### src/hw/rtl/sorted_integer_set_top_assert.svh
// Assertion macros for the sorted integer set.
`ifndef SORTED_INTEGER_SET_TOP_ASSERT_SVH
`define SORTED_INTEGER_SET_TOP_ASSERT_SVH

`ifndef ASSERT_OFF
`define SIS_ASSERT(lbl, clk, rst_n, prop, msg) \
	lbl: assert property (@(posedge clk) disable iff (!rst_n) prop) else $error(msg);
`define SIS_ASSERT_NEVER(lbl, clk, rst_n, expr, msg) \
	lbl: assert property (@(posedge clk) disable iff (!rst_n) !(expr)) else $error(msg);
`else
`define SIS_ASSERT(lbl, clk, rst_n, prop, msg)
`define SIS_ASSERT_NEVER(lbl, clk, rst_n, expr, msg)
`endif

`endif

### src/hw/rtl/sis_pkg.sv
package sis_pkg;

	localparam int CAPACITY = 16;
	localparam int ADDR_W   = $clog2(CAPACITY);
	localparam int CNT_W    = $clog2(CAPACITY + 1);

	localparam int KIND_W   = 2;
	localparam int INDEX_W  = 4;
	localparam int STATUS_W = 3;
	localparam int COUNT_W  = 5;
	localparam int ELEM_W   = 32;

	typedef logic signed [ELEM_W-1:0] elem_t;

	localparam logic [KIND_W-1:0] KIND_INSERT = 2'd0;
	localparam logic [KIND_W-1:0] KIND_REMOVE = 2'd1;
	localparam logic [KIND_W-1:0] KIND_READ   = 2'd2;

	localparam logic [STATUS_W-1:0] ST_INSERTED = 3'd0;
	localparam logic [STATUS_W-1:0] ST_PRESENT  = 3'd1;
	localparam logic [STATUS_W-1:0] ST_REMOVED  = 3'd2;
	localparam logic [STATUS_W-1:0] ST_ABSENT   = 3'd3;
	localparam logic [STATUS_W-1:0] ST_FULL     = 3'd4;
	localparam logic [STATUS_W-1:0] ST_READ_OK  = 3'd5;
	localparam logic [STATUS_W-1:0] ST_BEYOND   = 3'd6;

	typedef struct packed {
		logic [KIND_W-1:0]  kind;
		elem_t              value;
		logic [INDEX_W-1:0] index;
	} cmd_t;

	typedef struct packed {
		logic [STATUS_W-1:0] status;
		logic [COUNT_W-1:0]  count;
		elem_t               element;
	} res_t;

	typedef struct packed {
		logic              en;
		logic [ADDR_W-1:0] addr;
		elem_t             data;
	} mem_wr_t;

endpackage

### src/hw/rtl/sis_mem.sv
module sis_mem (
	input  logic                       clk,
	input  sis_pkg::mem_wr_t           wr,
	input  logic [sis_pkg::ADDR_W-1:0] raddr,
	output sis_pkg::elem_t             rdata
);

	sis_pkg::elem_t mem [sis_pkg::CAPACITY];

	always_ff @(posedge clk) begin
		if (wr.en) begin
			mem[wr.addr] <= wr.data;
		end
		rdata <= mem[raddr];
	end

endmodule

### src/hw/rtl/sis_seq.sv
`include "sorted_integer_set_top_assert.svh"

module sis_seq (
	input  logic                       clk,
	input  logic                       arst_n,
	input  logic                       start,
	input  sis_pkg::cmd_t              cmd,
	output logic                       busy,
	output logic                       done,
	output sis_pkg::res_t              result,
	output sis_pkg::mem_wr_t           wr,
	output logic [sis_pkg::ADDR_W-1:0] raddr,
	input  sis_pkg::elem_t             rdata
);

	localparam logic [2:0] S_IDLE = 3'd0;
	localparam logic [2:0] S_SCAN = 3'd1;
	localparam logic [2:0] S_INS  = 3'd2;
	localparam logic [2:0] S_REM  = 3'd3;
	localparam logic [2:0] S_READ = 3'd4;

	logic [2:0]                state_q, state_d;
	sis_pkg::cmd_t             cmd_q, cmd_d;
	logic [sis_pkg::CNT_W-1:0] pos_q, pos_d;
	logic [sis_pkg::CNT_W-1:0] cnt_q, cnt_d;
	sis_pkg::elem_t            carry_q, carry_d;
	logic                      done_q, done_d;
	sis_pkg::res_t             res_q, res_d;

	logic [sis_pkg::CNT_W-1:0] pos_inc;
	logic                      at_end;
	logic                      full;
	logic                      eq;
	logic                      gt;

	assign pos_inc = pos_q + 1'b1;
	assign at_end  = (pos_q == cnt_q);
	assign full    = (cnt_q == sis_pkg::CNT_W'(sis_pkg::CAPACITY));
	assign eq      = (rdata == cmd_q.value);
	assign gt      = (rdata > cmd_q.value);

	always_comb begin
		state_d        = state_q;
		cmd_d          = cmd_q;
		pos_d          = pos_q;
		cnt_d          = cnt_q;
		carry_d        = carry_q;
		done_d         = 1'b0;
		res_d.status   = sis_pkg::ST_BEYOND;
		res_d.element  = '0;
		wr.en          = 1'b0;
		wr.addr        = pos_q[sis_pkg::ADDR_W-1:0];
		wr.data        = carry_q;
		raddr          = pos_inc[sis_pkg::ADDR_W-1:0];

		unique case (state_q)
			S_IDLE: begin
				raddr = (cmd.kind == sis_pkg::KIND_READ) ?
					sis_pkg::ADDR_W'(cmd.index) : '0;
				if (start) begin
					cmd_d = cmd;
					pos_d = '0;
					if (cmd.kind == sis_pkg::KIND_INSERT ||
						cmd.kind == sis_pkg::KIND_REMOVE) begin
						state_d = S_SCAN;
					end else if (cmd.kind == sis_pkg::KIND_READ &&
						sis_pkg::CNT_W'(cmd.index) < cnt_q) begin
						state_d = S_READ;
					end else begin
						done_d = 1'b1;
					end
				end
			end
			S_SCAN: begin
				if (at_end) begin
					done_d  = 1'b1;
					state_d = S_IDLE;
					if (cmd_q.kind == sis_pkg::KIND_INSERT) begin
						if (full) begin
							res_d.status = sis_pkg::ST_FULL;
						end else begin
							wr.en        = 1'b1;
							wr.data      = cmd_q.value;
							cnt_d        = cnt_q + 1'b1;
							res_d.status = sis_pkg::ST_INSERTED;
						end
					end else begin
						res_d.status = sis_pkg::ST_ABSENT;
					end
				end else if (cmd_q.kind == sis_pkg::KIND_INSERT) begin
					if (eq) begin
						done_d       = 1'b1;
						state_d      = S_IDLE;
						res_d.status = sis_pkg::ST_PRESENT;
					end else if (gt) begin
						if (full) begin
							done_d       = 1'b1;
							state_d      = S_IDLE;
							res_d.status = sis_pkg::ST_FULL;
						end else begin
							wr.en   = 1'b1;
							wr.data = cmd_q.value;
							carry_d = rdata;
							pos_d   = pos_inc;
							state_d = S_INS;
						end
					end else begin
						pos_d = pos_inc;
					end
				end else begin
					if (eq) begin
						pos_d   = pos_inc;
						state_d = S_REM;
					end else if (gt) begin
						done_d       = 1'b1;
						state_d      = S_IDLE;
						res_d.status = sis_pkg::ST_ABSENT;
					end else begin
						pos_d = pos_inc;
					end
				end
			end
			S_INS: begin
				wr.en = 1'b1;
				if (at_end) begin
					cnt_d        = cnt_q + 1'b1;
					done_d       = 1'b1;
					state_d      = S_IDLE;
					res_d.status = sis_pkg::ST_INSERTED;
				end else begin
					carry_d = rdata;
					pos_d   = pos_inc;
				end
			end
			S_REM: begin
				if (at_end) begin
					cnt_d        = cnt_q - 1'b1;
					done_d       = 1'b1;
					state_d      = S_IDLE;
					res_d.status = sis_pkg::ST_REMOVED;
				end else begin
					wr.en   = 1'b1;
					wr.addr = sis_pkg::ADDR_W'(pos_q - 1'b1);
					wr.data = rdata;
					pos_d   = pos_inc;
				end
			end
			S_READ: begin
				done_d        = 1'b1;
				state_d       = S_IDLE;
				res_d.status  = sis_pkg::ST_READ_OK;
				res_d.element = rdata;
			end
			default: begin
				state_d = S_IDLE;
			end
		endcase

		res_d.count = sis_pkg::COUNT_W'(cnt_d);
	end

	always_ff @(posedge clk or negedge arst_n) begin
		if (!arst_n) begin
			state_q <= S_IDLE;
			cnt_q   <= '0;
			done_q  <= 1'b0;
		end else begin
			state_q <= state_d;
			cnt_q   <= cnt_d;
			done_q  <= done_d;
		end
	end

	always_ff @(posedge clk) begin
		cmd_q   <= cmd_d;
		pos_q   <= pos_d;
		carry_q <= carry_d;
		res_q   <= res_d;
	end

	assign busy   = (state_q != S_IDLE);
	assign done   = done_q;
	assign result = res_q;

	`SIS_ASSERT_NEVER(a_cnt_max, clk, arst_n, cnt_q > sis_pkg::CNT_W'(sis_pkg::CAPACITY), "count above capacity")
	`SIS_ASSERT(a_done_idle, clk, arst_n, done_q |-> state_q == S_IDLE, "result while still busy")
	`SIS_ASSERT(a_cnt_on_done, clk, arst_n, cnt_q != $past(cnt_q) |-> done_q, "count moved without a result")
	`SIS_ASSERT_NEVER(a_wr_state, clk, arst_n, wr.en && (state_q == S_IDLE || state_q == S_READ), "store written outside scan or shift")

endmodule

### src/hw/rtl/sorted_integer_set_top.sv
// Sorted integer set: holds up to 16 distinct signed 32-bit values in ascending
// order. Pulse start with a command while busy is low; one transaction per
// command comes back on result, marked by done for exactly one cycle, and there
// is no way to hold it off, so capture it whenever done is high. A read within
// the count passes through a read state first; a read beyond it, or an unknown
// command code, is answered straight from idle. Insert and remove walk the
// store (one write port, one read port) one entry per cycle; busy stays high
// meanwhile. A new command may be started in the cycle in which done is high.
module sorted_integer_set_top (
	input  logic          clk,
	input  logic          arst_n,
	input  logic          start,
	input  sis_pkg::cmd_t cmd,
	output logic          busy,
	output logic          done,
	output sis_pkg::res_t result
);

	sis_pkg::mem_wr_t           wr;
	logic [sis_pkg::ADDR_W-1:0] raddr;
	sis_pkg::elem_t             rdata;

	sis_seq u_seq (
		.clk    (clk),
		.arst_n (arst_n),
		.start  (start),
		.cmd    (cmd),
		.busy   (busy),
		.done   (done),
		.result (result),
		.wr     (wr),
		.raddr  (raddr),
		.rdata  (rdata)
	);

	sis_mem u_mem (
		.clk   (clk),
		.wr    (wr),
		.raddr (raddr),
		.rdata (rdata)
	);

endmodule

### config.mk
export PLATFORM = sky130hd
export DESIGN_NAME = sorted_integer_set_top
export DESIGN_NICKNAME = d
export VERILOG_FILES = /design/src/hw/rtl/sis_pkg.sv /design/src/hw/rtl/sis_mem.sv /design/src/hw/rtl/sis_seq.sv /design/src/hw/rtl/sorted_integer_set_top.sv
export VERILOG_INCLUDE_DIRS = /design/src /design/src/hw/rtl
export SDC_FILE = /design/constraint.sdc
export NUM_CORES = 1
export LEC_CHECK = 0
export BUFFER_PORTS_ARGS = -buffer_cell sky130_fd_sc_hd__buf_2
export CAP_MARGIN = 40
export CORE_MARGIN = 2
export CORE_UTILIZATION = 35
export CTS_BUF_LIST = sky130_fd_sc_hd__clkbuf_8
export DETAILED_ROUTE_END_ITERATION = 8
export SLEW_MARGIN = 20
export SYNTH_ARGS = -nofsm -noshare
export SYNTH_HDL_FRONTEND = slang
export SYNTH_HIERARCHICAL = 1
export SYNTH_SLANG_ARGS = --single-unit
export TNS_END_PERCENT = 50
### constraint.sdc
create_clock -name clk -period 5.4 [get_ports clk]
set_input_delay 0.81 -clock clk [delete_from_list [all_inputs] [get_ports clk]]
set_output_delay 0.81 -clock clk [all_outputs]
set_load 0.02 [all_outputs]
[Yosys cells after proc, flatten, opt, wreduce, memory -nomap -nowiden]
Memory sizes are Yosys's and may differ from the RTL's. A register that Yosys moved wholly into a read port is not among the register bits.
Cells that the tools add are included.
Word-level totals
  register bits: 120
  output and inout port bits: 42
  memories kept: 1
  bits of input ports: 41
  bits in writable memories: 512
Cells by class
  equal/unequal tests: 23
  magnitude comparators: 2
  add/subtract/negate cells: 4
  reduce and logical (&&, ||, !) cells: 13
  multiplexer cells: 79
Memories
  u_mem.mem: depth 16, bits a word 32, rd ports 1, clocked after memory_dff 1, wr ports 1, RTL line sis_mem.sv:8  | sis_pkg::elem_t mem [sis_pkg::CAPACITY];
Operators with widths (count)
  32-bit two-way mux: 12
  32-bit one-hot mux with 2 select lines: 2
  5-bit two-way mux: 14
  3-bit two-way mux: 20
  37-bit two-way mux: 1
  32-bit == test: 1
  32-bit greater-than comparator: 1
  5-bit one-hot mux with 3 select lines: 2
  1-bit two-way mux: 19
  7-bit AND reduction: 2
  4-bit two-way mux: 3
  2-bit inequality test (second input constant): 6
  3-bit one-hot mux with 4 select lines: 1
  5-bit by 1-bit adder with 5-bit output (second input constant): 2
  3-bit one-hot mux with 3 select lines: 1
  3-bit by 2-bit == test with 1-bit output (second input constant): 2
  2-bit by 1-bit inequality test with 1-bit output (second input constant): 3
  3-bit nonzero test: 2
  5-bit == test: 1
  5-bit == test (second input constant): 1
  4-bit by 5-bit < comparator with 1-bit output: 1
  5-bit by 1-bit subtractor with 5-bit output (second input constant): 1
  2-bit zero test: 2
  2-bit two-way mux: 2
  other kinds (19): 19

[Depth between registers and ports, before layout]
  word-level depth: 9
  mapped depth: 13
  gate-level depth less buffers: 11

[Modules after synthesis]
Netlist, hierarchy kept.
By module, submodules not included
  sis_mem: seq. area each 16015.4 um2, cells an instance 838, times used 1, area each 19835.3 um2
  sis_seq: seq. area each 3158.0 um2, cells an instance 738, times used 1, area each 6916.6 um2

[Worst setup path before layout]
Ideal clock, no wire load.
  path kind: register to register
  from: register u_seq/cmd_q[35] (netlist name)
  to: memory u_mem/mem[0][0] (netlist name), enable pin
  library setup time: 461 ps
  path buffers: 1
  arrival: 4888 ps
  setup slack: 51 ps
  data required time: 4939 ps
  stages on the path, launching flop included: 13
  cells stage by stage: edfxtp_1 -> inv_1 -> ha_1 -> nand4_1 -> nor3_2 -> and3_2 -> o31ai_2 -> a41oi_2 -> buf_2 -> nor2_1 -> o21ai_0 -> or3b_2 -> nor3_1
RTL lines
  start: declaration: RTL line sis_seq.sv:23  | sis_pkg::cmd_t cmd_q, cmd_d;
  start signal: assignment: RTL line sis_seq.sv:175  | cmd_q <= cmd_d;
  end: declaration: RTL line sis_mem.sv:8

==> reports/results.tsv <==
metric	value	unit
cp_slowest_stage_delay	630	ps
crit_path_start_kind	register	
number_of_synthesized_flops_with_an_enable_pin	583	
route.detailed.wl_per_inst	25.1	microns
htreeDepth	3	
report.final.setup_viol	0	
i_o_pin_total	83	
critical_path.top_delay_family	simple AND/OR/NAND/NOR gates	
wirelength	71100	microns
max_slew_margin	40.5	%
report.final.slew_viol_count	0	
drv.max_cap_violation_count	0	
grt_pass1_vias	15900	
timing.setup.critical_path_class	reg -> reg	
critical_path.n_buffers_inverters	2	
power_leakage	0.0108	uW
achievable-frequency	0.236	GHz
worstHoldPathCells	1	
drtPass1Iterations	7	
worst_r2r_path_depth	12	
most-common-layout-cells	sky130_fd_sc_hd__edfxtp_1, sky130_fd_sc_hd__nand2_1, sky130_fd_sc_hd__clkbuf_8	
design_power_total	19600	uW
worstPathCellList	inv_1, ha_1, nand4_1, nor3_2, and3_2, o31ai_2, a41oi_4, nor2_1, o21ai_0, or3b_2, nor2_4, buf_12	
postRouteAntennaNets	0	
nFillCells	6786	
cp_max_fo	19	
cts_buffers	108	
place_congestion	0.863	
first_iter_violations	1714	
synth_async_sr_flop_share	1.36	%
ys.warnings.count	6	
finClkSkew	27.1	ps
global_route_wire_length_before_repair	105000	microns
final_hold_viol_count	0	
synth_cell_types	69	
post_synthesis_register_bit_count	664	
clkSlewWorstSetupHoldPaths	60	ps
routed_via_density	5.54	
num_vias	15700	
critPathRequiredTime	5800	ps
setup_slack	1160	ps
placementRows	101	
drcViolationCount	0	
layout-area-overhead-vs-synth	17.4	%
finalNetCount	1847	
instance_area_at_placement	0.0290	sq mm
grt_setup_unrepaired	no	
grt-ovfl-total	0	
pwr_density_cell	625	mW/mm^2
synth_nets	1656	
clock_tree_root_driver_cell	sky130_fd_sc_hd__clkbuf_8	
clock_latency	720	ps
worst-endpoint-arrival	4640	ps
stdcell_area	0.0314	sq mm
period_needed	4240	ps
die-area	0.0787	sq mm
place_hpwl	43900	microns
ys_seq_area_share	71.7	%
area_taken_by_flip_flops_and_latches	0.0192	sq mm
design.core.area	0.0758	sq mm
grt_start_max_net_pins	75	
gr-usage-all-layers	18.2	%
postSynthCellCount	1576	
buffer_ports.inserted	82	
insertedDiodeCount	0	
end_kind	register	
worst-path-stages	12	
multiInputGateArea	0.00721	sq mm
sum_of_negative_setup_slack	0	ps
placement.setup.worst_slack	1270	ps
layout.core_utilization	41.4	%
slowest_cell_on_the_critical_path	sky130_fd_sc_hd__or3b_2	
cts_tree	yes	
antenna_found_initial	1	
holdCritPathClass	in -> reg	
total_clock_sinks	664	
mostFrequentLayoutCell	sky130_fd_sc_hd__edfxtp_1	
run_status	finished clean	
die_x	280	microns
cts-root-to-sink-buffers	3	
tightestPinTransition	891	ps
final_layout_size_suffix_gt1_share	27.5	%
height_of_the_chip	280	microns
syn-mean-instance-area	17.0	sq um
dominantRegCellSynth	sky130_fd_sc_hd__edfxtp_1	
max-vdd-ir-drop	0.423	mV
final_min_period_over_clock_period	78.4	%
synthesis.area	0.0268	sq mm
start_util	35.3	%
## sequential cells by signal, summed over array words and instances, names as in the netlist
| name | count |
|---|---|
| u_seq/cmd_q | 34 |
| u_mem/mem | 512 |
| u_seq/done | 1 |
| u_mem/rdata | 32 |
| u_seq/result | 40 |
| u_seq/pos_q | 5 |
| u_seq/state_q | 3 |
| u_seq/carry_q | 32 |
| u_seq/cnt_q | 5 |
## kinds of logic after synthesis
group	after synthesis	synth area share, %
AO/OA/AOI/OAI	282	7.26
XOR/XNOR	12	0.393
adder cells (fa/ha/maj)	39	1.82
buffers and inverters	135	2.20
flip-flops	664	71.7
multiplexers	129	10.8
AND/OR/NAND/NOR	315	5.84
## synth_stat cells, types with 3 or more instances
cell,count,area (sq um)
sky130_fd_sc_hd__edfxtp_1,583,17500
sky130_fd_sc_hd__nand2_1,134,503
sky130_fd_sc_hd__mux4_2,128,2880
sky130_fd_sc_hd__dfxtp_1,72,1440
sky130_fd_sc_hd__a22oi_1,64,480
sky130_fd_sc_hd__a21oi_1,50,250
sky130_fd_sc_hd__o21ai_0,48,240
sky130_fd_sc_hd__inv_1,43,161
sky130_fd_sc_hd__clkbuf_1,39,146
sky130_fd_sc_hd__ha_1,39,488
sky130_fd_sc_hd__nor2_1,37,139
sky130_fd_sc_hd__nand3_1,33,165
sky130_fd_sc_hd__and3_1,32,200
sky130_fd_sc_hd__buf_2,29,145
sky130_fd_sc_hd__o211ai_1,24,180
sky130_fd_sc_hd__a31oi_1,21,131
sky130_fd_sc_hd__nand4_1,18,113
sky130_fd_sc_hd__o221ai_1,18,158
sky130_fd_sc_hd__buf_4,12,90.1
sky130_fd_sc_hd__and2_1,11,68.8
sky130_fd_sc_hd__buf_1,11,41.3
sky130_fd_sc_hd__o31ai_1,11,82.6
sky130_fd_sc_hd__dfrtp_1,9,225
sky130_fd_sc_hd__nand2b_1,9,56.3
sky130_fd_sc_hd__xor2_1,8,70.1
sky130_fd_sc_hd__a21boi_0,7,52.6
sky130_fd_sc_hd__a32oi_1,7,61.3
sky130_fd_sc_hd__nor2b_1,7,43.8
sky130_fd_sc_hd__nor3_1,7,35.0
sky130_fd_sc_hd__a21o_1,5,37.5
sky130_fd_sc_hd__o21ai_1,5,25.0
sky130_fd_sc_hd__xnor2_1,4,35.0
sky130_fd_sc_hd__nand3b_1,3,22.5
sky130_fd_sc_hd__nor4_1,3,18.8
sky130_fd_sc_hd__or2_2,3,18.8
## routing by layer
layer | routed length (microns) | vias up | share of wire (%) | track usage [%]
met5 | 0 | - | 0 | 0
met4 | 2330 | 0 | 3.3 | 7.20
met3 | 5650 | 142 | 7.9 | 3.22
met2 | 32400 | 776 | 46 | 27.8
met1 | 30800 | 8072 | 43 | 25.7
li1 | - | 6733 | - | -
## worst reg2reg max path, stage by stage, from the launching register on
cell and delay (ps):
sky130_fd_sc_hd__edfxtp_1 390, sky130_fd_sc_hd__inv_1 60, sky130_fd_sc_hd__ha_1 330, sky130_fd_sc_hd__nand4_1 120, sky130_fd_sc_hd__nor3_2 450, sky130_fd_sc_hd__and3_2 350, sky130_fd_sc_hd__o31ai_2 120, sky130_fd_sc_hd__a41oi_4 200
sky130_fd_sc_hd__nor2_1 80, sky130_fd_sc_hd__o21ai_0 460, sky130_fd_sc_hd__or3b_2 630, sky130_fd_sc_hd__nor2_4 450, sky130_fd_sc_hd__buf_12 260
## path summary, 6_finish.rpt
kind,start,endpoint,slack (ps)
setup / recovery,u_seq/cmd_q[34],u_mem/mem[1][20],1160
hold / removal,cmd[4],u_seq/cmd_q[4],270
setup reg to reg,u_seq/cmd_q[34],u_mem/mem[1][20],1160
hold reg to reg,u_mem/rdata[22],u_seq/carry_q[22],500
max in group asynchronous,arst_n,u_seq/state_q[2],4700
min in group asynchronous,arst_n,u_seq/done,490
## report_power, final
group	total, uW	internal, uW	switching (uW)
clock network	4640	2620	2020
logic	7300	2740	4560
registers	7670	7230	445
## area by class of cell
| class | instances | area share (%) |
|---|---|---|
| clock buffers | 130 | 5.70 |
| inverters | 44 | 0.526 |
| well taps | 978 | 3.90 |
| flip-flops and latches | 664 | 61.1 |
| multi-input cells | 777 | 23.0 |
| repair buffers | 172 | 4.06 |
| clock inverters | 75 | 1.79 |
## metrics by stage
step / hold WS [ps] / instances
after floorplan: 444 / 1576
after CTS: 216 / 2837
after global placement: 460 / 2603
after global routing: 250 / 2840
final: 269 / 2840
after detailed placement: 476 / 2631
## repair_timing
item                                   in CTS  in global routing
hold buffers                                1                  0
endpoints found under the hold margin       9                  0
buffers inserted                            0                  0
gates resized for setup                     0                  0
Power figures use the tool's default switching activity.
